===== src/sv/lpr_pkg.sv =====
`default_nettype none
package lpr_pkg;

   localparam int CFG_W = 5;
   localparam logic [CFG_W-1:0] CFG_RESET = 5'd16;
   localparam int FAULT_W = 16;
   localparam logic [FAULT_W-1:0] FAULT_MAX = {FAULT_W{1'b1}};

   localparam logic CMD_REFERENCE = 1'b0;
   localparam logic CMD_RESTART   = 1'b1;

   typedef enum logic [1:0] {
      S_IDLE,
      S_LOOKUP,
      S_UPDATE
   } state_type;

   typedef struct packed {
      logic cap_en;
      logic look_en;
      logic upd_en;
   } ctrl_type;

endpackage
`default_nettype wire


===== src/sv/lpr_if.sv =====
`default_nettype none
interface lpr_req_if #(
   parameter int PAGE_BITS = 8
);
   logic                 valid;
   logic                 ready;
   logic                 command;
   logic [PAGE_BITS-1:0] page_number;

   modport source (output valid, output command, output page_number, input ready);
   modport sink   (input valid, input command, input page_number, output ready);
endinterface

interface lpr_rsp_if #(
   parameter int IDX_W     = 4,
   parameter int PAGE_BITS = 8
);
   logic                          valid;
   logic                          ready;
   logic                          hit;
   logic [IDX_W-1:0]              frame_index;
   logic                          evicted_valid;
   logic [PAGE_BITS-1:0]          evicted_page;
   logic [lpr_pkg::FAULT_W-1:0]   fault_count;

   modport source (output valid, output hit, output frame_index, output evicted_valid,
                   output evicted_page, output fault_count, input ready);
   modport sink   (input valid, input hit, input frame_index, input evicted_valid,
                   input evicted_page, input fault_count, output ready);
endinterface
`default_nettype wire


===== src/sv/lpr_ctrl.sv =====
`default_nettype none
module lpr_ctrl (
   input  logic              clock,
   input  logic              reset,
   input  logic              req_valid,
   output logic              req_ready,
   output logic              rsp_valid,
   input  logic              rsp_ready,
   output lpr_pkg::ctrl_type ctrl
);

   lpr_pkg::state_type state_ff, state_in;
   logic rsp_valid_ff, rsp_valid_in;

   always_ff @(posedge clock) begin
      if (reset) begin
         state_ff     <= lpr_pkg::S_IDLE;
         rsp_valid_ff <= 1'b0;
      end else begin
         state_ff     <= state_in;
         rsp_valid_ff <= rsp_valid_in;
      end
   end

   always_comb begin
      state_in  = state_ff;
      req_ready = 1'b0;
      ctrl      = '0;
      unique case (state_ff)
         lpr_pkg::S_IDLE: begin
            req_ready = 1'b1;
            if (req_valid) begin
               ctrl.cap_en = 1'b1;
               state_in    = lpr_pkg::S_LOOKUP;
            end
         end
         lpr_pkg::S_LOOKUP: begin
            ctrl.look_en = 1'b1;
            state_in     = lpr_pkg::S_UPDATE;
         end
         lpr_pkg::S_UPDATE: begin
            // commit only once the output register is free
            if (!rsp_valid_ff || rsp_ready) begin
               ctrl.upd_en = 1'b1;
               state_in    = lpr_pkg::S_IDLE;
            end
         end
         default: state_in = lpr_pkg::S_IDLE;
      endcase
   end

   always_comb begin
      if (ctrl.upd_en) begin
         rsp_valid_in = 1'b1;
      end else if (rsp_ready) begin
         rsp_valid_in = 1'b0;
      end else begin
         rsp_valid_in = rsp_valid_ff;
      end
   end

   assign rsp_valid = rsp_valid_ff;

endmodule
`default_nettype wire


===== src/sv/lpr_datapath.sv =====
`default_nettype none
module lpr_datapath #(
   parameter int MAX_FRAMES = 16,
   parameter int PAGE_BITS  = 8
) (
   input  logic                            clock,
   input  logic                            reset,
   input  lpr_pkg::ctrl_type               ctrl,
   input  logic                            csr_write_enable,
   input  logic [lpr_pkg::CFG_W-1:0]       csr_write_data,
   input  logic                            req_command,
   input  logic [PAGE_BITS-1:0]            req_page_number,
   output logic                            rsp_hit,
   output logic [$clog2(MAX_FRAMES)-1:0]   rsp_frame_index,
   output logic                            rsp_evicted_valid,
   output logic [PAGE_BITS-1:0]            rsp_evicted_page,
   output logic [lpr_pkg::FAULT_W-1:0]     rsp_fault_count
);

   localparam int IDX_W  = $clog2(MAX_FRAMES);
   localparam int RANK_W = IDX_W;
   localparam int FILL_W = $clog2(MAX_FRAMES + 1);
   localparam int CMP_W  = (FILL_W > lpr_pkg::CFG_W) ? FILL_W : lpr_pkg::CFG_W;

   logic [lpr_pkg::CFG_W-1:0]   cfg_ff;
   logic                        cmd_ff;
   logic [PAGE_BITS-1:0]        page_ff;
   logic [PAGE_BITS-1:0]        frame_page_ff [MAX_FRAMES];
   logic [RANK_W-1:0]           rank_ff [MAX_FRAMES];
   logic [FILL_W-1:0]           filled_ff;
   logic [lpr_pkg::FAULT_W-1:0] faults_ff, faults_in;

   logic                        hit_ff, fill_ff;
   logic [IDX_W-1:0]            sel_ff;
   logic [RANK_W-1:0]           sel_rank_ff;
   logic [PAGE_BITS-1:0]        evpage_ff;

   logic                        out_hit_ff, out_evv_ff;
   logic [IDX_W-1:0]            out_idx_ff;
   logic [PAGE_BITS-1:0]        out_evpage_ff;
   logic [lpr_pkg::FAULT_W-1:0] out_faults_ff;

   logic [MAX_FRAMES-1:0] valid_vec, match_vec, evict_vec, zero_vec;
   logic [CMP_W-1:0]      cfg_ext, usable;
   logic [RANK_W-1:0]     last_rank, match_rank;
   logic [FILL_W-1:0]     filled_m1;
   logic [IDX_W-1:0]      match_idx, evict_idx, sel_c;
   logic [PAGE_BITS-1:0]  evict_page;
   logic                  hit_c, fill_c;

   always_ff @(posedge clock) begin
      if (reset) begin
         cfg_ff <= lpr_pkg::CFG_RESET;
      end else if (csr_write_enable) begin
         cfg_ff <= csr_write_data;
      end
   end

   always_ff @(posedge clock) begin
      if (ctrl.cap_en) begin
         cmd_ff  <= req_command;
         page_ff <= req_page_number;
      end
   end

   // associative compare and lru search over the filled frames
   assign filled_m1 = filled_ff - FILL_W'(1);
   assign last_rank = filled_m1[RANK_W-1:0];

   always_comb begin
      for (int i = 0; i < MAX_FRAMES; i++) begin
         valid_vec[i] = FILL_W'(i) < filled_ff;
         match_vec[i] = valid_vec[i] && (frame_page_ff[i] == page_ff);
         evict_vec[i] = valid_vec[i] && (rank_ff[i] == last_rank);
         zero_vec[i]  = valid_vec[i] && (rank_ff[i] == '0);
      end
   end

   always_comb begin
      match_idx  = '0;
      match_rank = '0;
      evict_idx  = '0;
      evict_page = '0;
      for (int i = 0; i < MAX_FRAMES; i++) begin
         if (match_vec[i]) begin
            match_idx  = match_idx | IDX_W'(i);
            match_rank = match_rank | rank_ff[i];
         end
         if (evict_vec[i]) begin
            evict_idx  = evict_idx | IDX_W'(i);
            evict_page = evict_page | frame_page_ff[i];
         end
      end
   end

   // out-of-range limit values clamp to one and to the frame count
   assign cfg_ext = CMP_W'(cfg_ff);
   always_comb begin
      if (cfg_ff == '0) begin
         usable = CMP_W'(1);
      end else if (cfg_ext > CMP_W'(MAX_FRAMES)) begin
         usable = CMP_W'(MAX_FRAMES);
      end else begin
         usable = cfg_ext;
      end
   end

   assign hit_c  = |match_vec;
   assign fill_c = !hit_c && (CMP_W'(filled_ff) < usable);

   always_comb begin
      if (hit_c) begin
         sel_c = match_idx;
      end else if (fill_c) begin
         sel_c = filled_ff[IDX_W-1:0];
      end else begin
         sel_c = evict_idx;
      end
   end

   always_ff @(posedge clock) begin
      if (ctrl.look_en) begin
         hit_ff      <= hit_c;
         fill_ff     <= fill_c;
         sel_ff      <= sel_c;
         sel_rank_ff <= match_rank;
         evpage_ff   <= evict_page;
      end
   end

   always_comb begin
      if (cmd_ff == lpr_pkg::CMD_RESTART) begin
         faults_in = '0;
      end else if (!hit_ff && (faults_ff != lpr_pkg::FAULT_MAX)) begin
         faults_in = faults_ff + lpr_pkg::FAULT_W'(1);
      end else begin
         faults_in = faults_ff;
      end
   end

   always_ff @(posedge clock) begin
      if (reset) begin
         filled_ff <= '0;
         faults_ff <= '0;
         for (int i = 0; i < MAX_FRAMES; i++) begin
            rank_ff[i] <= '0;
         end
      end else if (ctrl.upd_en) begin
         faults_ff <= faults_in;
         if (cmd_ff == lpr_pkg::CMD_RESTART) begin
            filled_ff <= '0;
            for (int i = 0; i < MAX_FRAMES; i++) begin
               rank_ff[i] <= '0;
            end
         end else begin
            if (fill_ff) begin
               filled_ff <= filled_ff + FILL_W'(1);
            end
            // a miss ages every other frame, a hit only the more recent ones
            for (int i = 0; i < MAX_FRAMES; i++) begin
               if (IDX_W'(i) == sel_ff) begin
                  rank_ff[i] <= '0;
               end else if (valid_vec[i] && (!hit_ff || (rank_ff[i] < sel_rank_ff))) begin
                  rank_ff[i] <= rank_ff[i] + RANK_W'(1);
               end
            end
         end
      end
   end

   always_ff @(posedge clock) begin
      if (ctrl.upd_en && (cmd_ff != lpr_pkg::CMD_RESTART) && !hit_ff) begin
         frame_page_ff[sel_ff] <= page_ff;
      end
   end

   always_ff @(posedge clock) begin
      if (ctrl.upd_en) begin
         out_faults_ff <= faults_in;
         if (cmd_ff == lpr_pkg::CMD_RESTART) begin
            out_hit_ff    <= 1'b0;
            out_idx_ff    <= '0;
            out_evv_ff    <= 1'b0;
            out_evpage_ff <= '0;
         end else begin
            out_hit_ff    <= hit_ff;
            out_idx_ff    <= sel_ff;
            out_evv_ff    <= !hit_ff && !fill_ff;
            out_evpage_ff <= (!hit_ff && !fill_ff) ? evpage_ff : '0;
         end
      end
   end

   assign rsp_hit           = out_hit_ff;
   assign rsp_frame_index   = out_idx_ff;
   assign rsp_evicted_valid = out_evv_ff;
   assign rsp_evicted_page  = out_evpage_ff;
   assign rsp_fault_count   = out_faults_ff;

`ifndef ASSERT_OFF
   a_one_mru: assert property (@(posedge clock) disable iff (reset)
      (filled_ff != '0) |-> $onehot(zero_vec))
      else $error("filled frames do not hold exactly one most recent rank");

   a_unique_match: assert property (@(posedge clock) disable iff (reset)
      $onehot0(match_vec))
      else $error("page resident in more than one frame");

   a_hit_no_fill: assert property (@(posedge clock) disable iff (reset)
      ctrl.upd_en |-> !(hit_ff && fill_ff))
      else $error("reference marked both hit and fill");

   a_fill_bound: assert property (@(posedge clock) disable iff (reset)
      filled_ff <= FILL_W'(MAX_FRAMES))
      else $error("fill count beyond frame count");

   a_fault_count: assert property (@(posedge clock) disable iff (reset)
      (ctrl.upd_en && (cmd_ff != lpr_pkg::CMD_RESTART)) |=> faults_ff >= $past(faults_ff))
      else $error("fault count decreased without restart");
`endif

endmodule
`default_nettype wire


===== src/sv/lru_page_replacement.sv =====
// lru page replacement over a fully associative set of frames
//
// req_bus carries one item per transfer: command (reference or restart) and
// page_number. rsp_bus returns exactly one result per item: hit, frame_index,
// evicted_valid, evicted_page and the saturating fault_count.
// csr_write_enable/csr_write_data write frames_in_use (0 acts as 1, values
// above MAX_FRAMES act as MAX_FRAMES); write it only while the block is idle.
//
// each item passes capture, parallel tag compare and lru search across all
// frames, then the rank/page update that loads the output register. the
// result becomes valid when that update loads the output register, and a new
// item is taken only after the controller's capture-lookup-update sequence
// has returned to idle, not while the previous item is still in flight.
// the output register parts the two sides: the next item is accepted while a
// result still waits. if the receiver stalls, the following item waits in its
// update step, and req_bus stays not ready until that result can be loaded.
// reset sets frames_in_use to 16 (clamped), clears the fill count, the
// recency ranks and the fault count; page tags are not cleared.
`default_nettype none
module lru_page_replacement #(
   parameter int MAX_FRAMES = 16,
   parameter int PAGE_BITS  = 8
) (
   input  logic                      clock,
   input  logic                      reset,
   lpr_req_if.sink                   req_bus,
   lpr_rsp_if.source                 rsp_bus,
   input  logic                      csr_write_enable,
   input  logic [lpr_pkg::CFG_W-1:0] csr_write_data
);

   lpr_pkg::ctrl_type ctrl;

   lpr_ctrl u_ctrl (
      .clock     (clock),
      .reset     (reset),
      .req_valid (req_bus.valid),
      .req_ready (req_bus.ready),
      .rsp_valid (rsp_bus.valid),
      .rsp_ready (rsp_bus.ready),
      .ctrl      (ctrl)
   );

   lpr_datapath #(
      .MAX_FRAMES (MAX_FRAMES),
      .PAGE_BITS  (PAGE_BITS)
   ) u_datapath (
      .clock             (clock),
      .reset             (reset),
      .ctrl              (ctrl),
      .csr_write_enable  (csr_write_enable),
      .csr_write_data    (csr_write_data),
      .req_command       (req_bus.command),
      .req_page_number   (req_bus.page_number),
      .rsp_hit           (rsp_bus.hit),
      .rsp_frame_index   (rsp_bus.frame_index),
      .rsp_evicted_valid (rsp_bus.evicted_valid),
      .rsp_evicted_page  (rsp_bus.evicted_page),
      .rsp_fault_count   (rsp_bus.fault_count)
   );

endmodule
`default_nettype wire


===== src/flat_wrapper.sv =====
// flat-port wrapper written by rule: the top's interface ports become plain ports
module lru_page_replacement_flat 
#(
   parameter int MAX_FRAMES = 16,
   parameter int PAGE_BITS  = 8
)
  (clock, reset, csr_write_enable, csr_write_data, req_bus_valid, req_bus_command, req_bus_page_number, req_bus_ready, rsp_bus_valid, rsp_bus_hit, rsp_bus_frame_index, rsp_bus_evicted_valid, rsp_bus_evicted_page, rsp_bus_fault_count, rsp_bus_ready);
  lpr_req_if #(.PAGE_BITS(PAGE_BITS)) req_bus_i ();
  lpr_rsp_if #(.IDX_W(4), .PAGE_BITS(PAGE_BITS)) rsp_bus_i ();
  input  logic clock;
  input  logic reset;
  input  logic csr_write_enable;
  input  logic [lpr_pkg::CFG_W-1:0] csr_write_data;
  input wire logic [$bits(req_bus_i.valid)-1:0] req_bus_valid;
  input wire logic [$bits(req_bus_i.command)-1:0] req_bus_command;
  input wire logic [$bits(req_bus_i.page_number)-1:0] req_bus_page_number;
  output wire logic [$bits(req_bus_i.ready)-1:0] req_bus_ready;
  output wire logic [$bits(rsp_bus_i.valid)-1:0] rsp_bus_valid;
  output wire logic [$bits(rsp_bus_i.hit)-1:0] rsp_bus_hit;
  output wire logic [$bits(rsp_bus_i.frame_index)-1:0] rsp_bus_frame_index;
  output wire logic [$bits(rsp_bus_i.evicted_valid)-1:0] rsp_bus_evicted_valid;
  output wire logic [$bits(rsp_bus_i.evicted_page)-1:0] rsp_bus_evicted_page;
  output wire logic [$bits(rsp_bus_i.fault_count)-1:0] rsp_bus_fault_count;
  input wire logic [$bits(rsp_bus_i.ready)-1:0] rsp_bus_ready;
  assign req_bus_i.valid = req_bus_valid;
  assign req_bus_i.command = req_bus_command;
  assign req_bus_i.page_number = req_bus_page_number;
  assign req_bus_ready = req_bus_i.ready;
  assign rsp_bus_valid = rsp_bus_i.valid;
  assign rsp_bus_hit = rsp_bus_i.hit;
  assign rsp_bus_frame_index = rsp_bus_i.frame_index;
  assign rsp_bus_evicted_valid = rsp_bus_i.evicted_valid;
  assign rsp_bus_evicted_page = rsp_bus_i.evicted_page;
  assign rsp_bus_fault_count = rsp_bus_i.fault_count;
  assign rsp_bus_i.ready = rsp_bus_ready;
  lru_page_replacement #(.MAX_FRAMES(MAX_FRAMES), .PAGE_BITS(PAGE_BITS)) u_core (.clock(clock), .reset(reset), .req_bus(req_bus_i), .rsp_bus(rsp_bus_i), .csr_write_enable(csr_write_enable), .csr_write_data(csr_write_data));
endmodule

===== config.mk =====
export PLATFORM = sky130hd
export DESIGN_NAME = lru_page_replacement_flat
export DESIGN_NICKNAME = d
export VERILOG_FILES = /design/src/sv/lpr_pkg.sv /design/src/sv/lpr_if.sv /design/src/sv/lpr_ctrl.sv /design/src/sv/lpr_datapath.sv /design/src/sv/lru_page_replacement.sv /design/src/flat_wrapper.sv
export SDC_FILE = /design/constraint.sdc
export NUM_CORES = 1
export LEC_CHECK = 0
export BUFFER_PORTS_ARGS = -buffer_cell sky130_fd_sc_hd__buf_4
export CORE_MARGIN = 2
export CORE_UTILIZATION = 35
export CTS_CLUSTER_DIAMETER = 60
export DETAILED_ROUTE_END_ITERATION = 8
export GPL_TIMING_DRIVEN = 0
export PLACE_DENSITY_LB_ADDON = 0.05
export SLEW_MARGIN = 40
export SYNTH_ARGS = -nofsm -noshare
export SYNTH_HDL_FRONTEND = slang
export SYNTH_HIERARCHICAL = 1
export SYNTH_SLANG_ARGS = --single-unit

===== constraint.sdc =====
create_clock -name clock -period 4.4 [get_ports clock]
set_clock_uncertainty 0.05 [all_clocks]
set_input_delay 1.32 -clock clock [delete_from_list [all_inputs] [get_ports clock]]
set_output_delay 1.32 -clock clock [all_outputs]
set_load 0.01 [all_outputs]

==> results by group <==
Placement
  • Area after DPL: 0.01703 mm2
  • Inst Count DP: 1995
  • Dpl ws: -981.5 ps
  • PortBufs: 49
  • GPL Wtd Cong: 0.9440
  • Detailed placement HPWL: 41320 um

Synth
  • Async set or reset register ratio after synthesis: 0%
  • Yosys cell types: 71
  • Mux share of post-synthesis cell area: 0.3805%
  • Ys Warns: 6
  • Sequential area share after synthesis: 51.05%
  • Top cells by area, synth: edfxtp_1 47%, xnor2_1 8.4%, ha_1 5.6%, xor2_1 3.9%, dfxtp_1 3.7%
  • Synth Area in XOR/XNOR: 14.72%
  • Largest family of logic cells by synthesized area: XOR/XNOR gates
  • EDFF count, synth: 249
  • Synth Instances: 1349
  • Top cell type's share of synthesized area: 47.38%
  • Syn Area/Cell: 11.70 um2
  • Post-Synth Adder-Cell Area: 5.629%
  • Number of synthesized register bits: 278
  • Compound-Gate Fraction of Synth Area: 12.20%
  • Post-Syn Nets: 1439
  • Synth Area in Simple Gates: 13.13%
  • Mapped Area: 0.01578 mm2
  • Synth area leader: edfxtp_1
  • Synth Flop Type: edfxtp_1

Final layout
  • FF+latch area: 0.008058 mm2
  • Area Growth Syn to Fin: 15.54%
  • Post-layout util: 41.15%
  • FILL cells: 4289
  • Multi-input gate area: 0.007403 mm2
  • Design area: 0.01824 mm2
  • Post-Layout Cell Count: 2064
  • Ant diodes: 0
  • Nets: 1534
  • Layout cells sized above 1: 12.43%

CTS
  • Hold-fix buffers, CTS: 0
  • CTS sink count: 278
  • Max Root-Sink Buffers: 3
  • CTS HTree Levels: 2
  • Clock Pin Slew Worst Setup and Hold Paths: 60 ps
  • Clock root buffer: clkbuf_16
  • Setup bufs post-CTS: 0
  • CTS buffer count: 38
  • CTS tree: done
  • Clock insertion delay at the later pin of the skew report: 560 ps

Floorplan
  • # IOs: 51
  • Core area: 0.04432 mm2
  • Die area: 0.04681 mm2
  • Die span in x: 216.4 um
  • Starting Density: 35.61%
  • Die height: 216.4 um
  • Row count: 77

Setup path
  • CP Class: flop to flop
  • Setup crit start kind: flop
  • Worst Setup SP: u_core/u_datapath/filled_ff[0]
  • Slowest CP cell: a222oi_1
  • Cell family with most CP delay: buffers and inverters
  • CP max stage delay: 530 ps
  • CP Buf/Inv Count: 6
  • WP data required: 4600 ps
  • CP arrival: 4490 ps
  • Cell chain of the critical path: buf_2 > buf_4 > inv_1 > ha_1 > buf_2 > buf_4 > xnor2_1 > nor3_1 > and3_1 > clkbuf_1 > a222oi_1 > and4_1 > nand4_1
  • Worst Path Max Fanout: 10
  • Critical Path End Type: flop
  • Reg-to-Reg Start: u_core/u_datapath/filled_ff[0]

Power and ir drop
  • Net Sw Frac: 24.82%
  • Flop pwr share: 48.2%
  • Total power per unit cell area: 344.1 mW/mm2
  • P_leak: 6.568 nW
  • Part of the power in combinational logic: 7.4%
  • Pint: 4.718 mW
  • Clock share of power: 44.4%
  • NetSw: 1.557 mW
  • Total chip power: 6.275 mW
  • VDD IR max: 0.0003123 V

Job
  • Maxcap violations: 0

STA
  • RSZ-0062 raised after global routing: false
  • Worst hold slack: 450.4 ps
  • Final setup margin: 108.0 ps
  • Final setup viols: 0
  • Setup TNS: 0 ps
  • Final Max Slew Viols: 0
  • Period minus WS final: 4292 ps
  • Fin. Hold Viols: 0
  • Fmax: 233.0 MHz
  • Tcrit/Tclk final: 97.55%
  • Slew of the pin with the lowest slew margin: 882.8 ps
  • Rel. slew slack: 40.79%

Global routing
  • Initial antenna violation count: 0
  • All-layer global routing usage: 24.07%
  • Vias in the first global route: 11590
  • Grt ovf: 0
  • First-pass GRT wire length: 82310 um
  • Largest net degree at the start of global routing: 41

Detailed routing
  • Final WL: 56180 um
  • Via-to-Cell Ratio: 5.650
  • Drt initial violations: 1045
  • Vias: 11660
  • Post-route DRC violation count: 0
  • Detailed-route wire length per cell: 27.22 um
  • Detail Route Antenna Nets: 0
  • Pre-Repair DR Iteration Count: 5

Outcome
  • Status: completed

Hold path
  • Hold Startpoint: u_core/u_datapath/faults_ff[15]
  • Class of the tightest hold or removal check: flop to flop
==> power groups by stage <==
stage | clock (mW) | combinational (mW) | sequential (mW)
3_3_place_gp | 0 | 0.431 | 3.09
6_report | 2.79 | 0.464 | 3.03
5_1_grt | 2.95 | 0.507 | 3.03
2_1_floorplan | 0 | 0.298 | 3.04
4_1_cts | 2.86 | 0.455 | 3.03
3_5_place_dp | 0 | 0.452 | 3.08
==> cells in the mapped netlist, drive strengths merged (18+ instances only) <==
master	number
buf	33
inv	28
nand2	35
a21o	32
edfxtp	249
nor4	23
nand3	28
nor3	28
nor2	138
a22oi	32
a21oi	34
xnor2	151
and3	18
nand2b	22
xor2	71
a22o	30
a221oi	30
ha	71
nand4	38
dfxtp	29
o21ai	30
clkbuf	43
==> path summary, 6_finish.rpt <==
check / cells after the start / slack [ps] / to
worst max-delay path: 13 / 110 / u_core/u_datapath/evpage_ff[3]
worst min-delay path: 2 / 450 / u_core/u_datapath/faults_ff[15]
worst max register to register: 13 / 110 / u_core/u_datapath/evpage_ff[3]
worst min register to register: 2 / 450 / u_core/u_datapath/faults_ff[15]
==> flip-flops by register name, summed over array words and instances, names as in the netlist, 2 cells and up <==
signal / count
u_core/u_datapath/frame_page_ff: 128
u_core/u_datapath/rank_ff: 64
u_core/u_datapath/faults_ff: 16
u_core/u_datapath/rsp_fault_count: 16
u_core/u_datapath/evpage_ff: 8
u_core/u_datapath/page_ff: 8
u_core/u_datapath/rsp_evicted_page: 8
u_core/u_datapath/cfg_ext: 5
u_core/u_datapath/filled_ff: 5
u_core/u_datapath/rsp_frame_index: 4
u_core/u_datapath/sel_ff: 4
u_core/u_datapath/sel_rank_ff: 4
u_core/u_ctrl/state_ff: 2
==> repair_timing <==
action,in CTS,in global routing
hold endpoints to repair,0,0
setup endpoints to repair,108,9
gates resized for setup,11,3
==> worst register-to-register path, delay by kind of cell (launching register included) <==
family,cells,cell delay [ps]
AO/OA/AOI/OAI,1,530
AND/OR/NAND/NOR,4,780
buffers and inverters,6,1710
XOR/XNOR,1,160
flip-flops,1,450
adder cells (fa/ha/maj),1,310
==> cells in the final DEF, fill, tap and decap left out, types with 12 or more instances in the layout <==
| cell | n |
|---|---|
| a21o_1 | 32 |
| a21oi_1 | 33 |
| a221oi_1 | 27 |
| a22o_1 | 30 |
| a22oi_1 | 32 |
| and3_1 | 18 |
| buf_2 | 23 |
| buf_4 | 57 |
| clkbuf_1 | 45 |
| clkbuf_16 | 38 |
| clkinv_1 | 13 |
| dfxtp_1 | 29 |
| edfxtp_1 | 249 |
| ha_1 | 71 |
| inv_1 | 26 |
| nand2_1 | 35 |
| nand2b_1 | 22 |
| nand3_1 | 28 |
| nand4_1 | 38 |
| nor2_1 | 129 |
| nor3_1 | 17 |
| nor4_1 | 19 |
| o211ai_1 | 16 |
| o21ai_0 | 30 |
| o311ai_1 | 12 |
| xnor2_1 | 151 |
| xnor3_1 | 16 |
| xor2_1 | 70 |
==> logic make-up (layout without fill, tap and decap cells) <==
kind of cell / after synthesis / after routing
buffers and inverters: 104 / 227
AOI/OAI and AO/OA: 260 / 260
xor gates and xnor gates: 238 / 238
and+or+nand+nor: 392 / 392
DFF: 278 / 278
adders and majority gates: 71 / 71
muxes: 6 / 6
==> routing by layer <==
metal | GRT usage [%] | share of wire (%)
met5 | 0 | 0
met3 | 3.677 | 6.1
met2 | 38.81 | 47
met4 | 9.384 | 3.9
met1 | 32.58 | 43
==> layout make-up <==
type / instances / share of cell area (%)
inverter: 28 / 0.5764
timing repair buffer: 56 / 2.491
clock buffer: 46 / 5.379
sequential: 278 / 44.19
buffer: 75 / 1.962
clock inverter: 22 / 0.7410
tap: 592 / 4.062
multi-input combinational: 967 / 40.60
(Power assumes the default switching activity.)
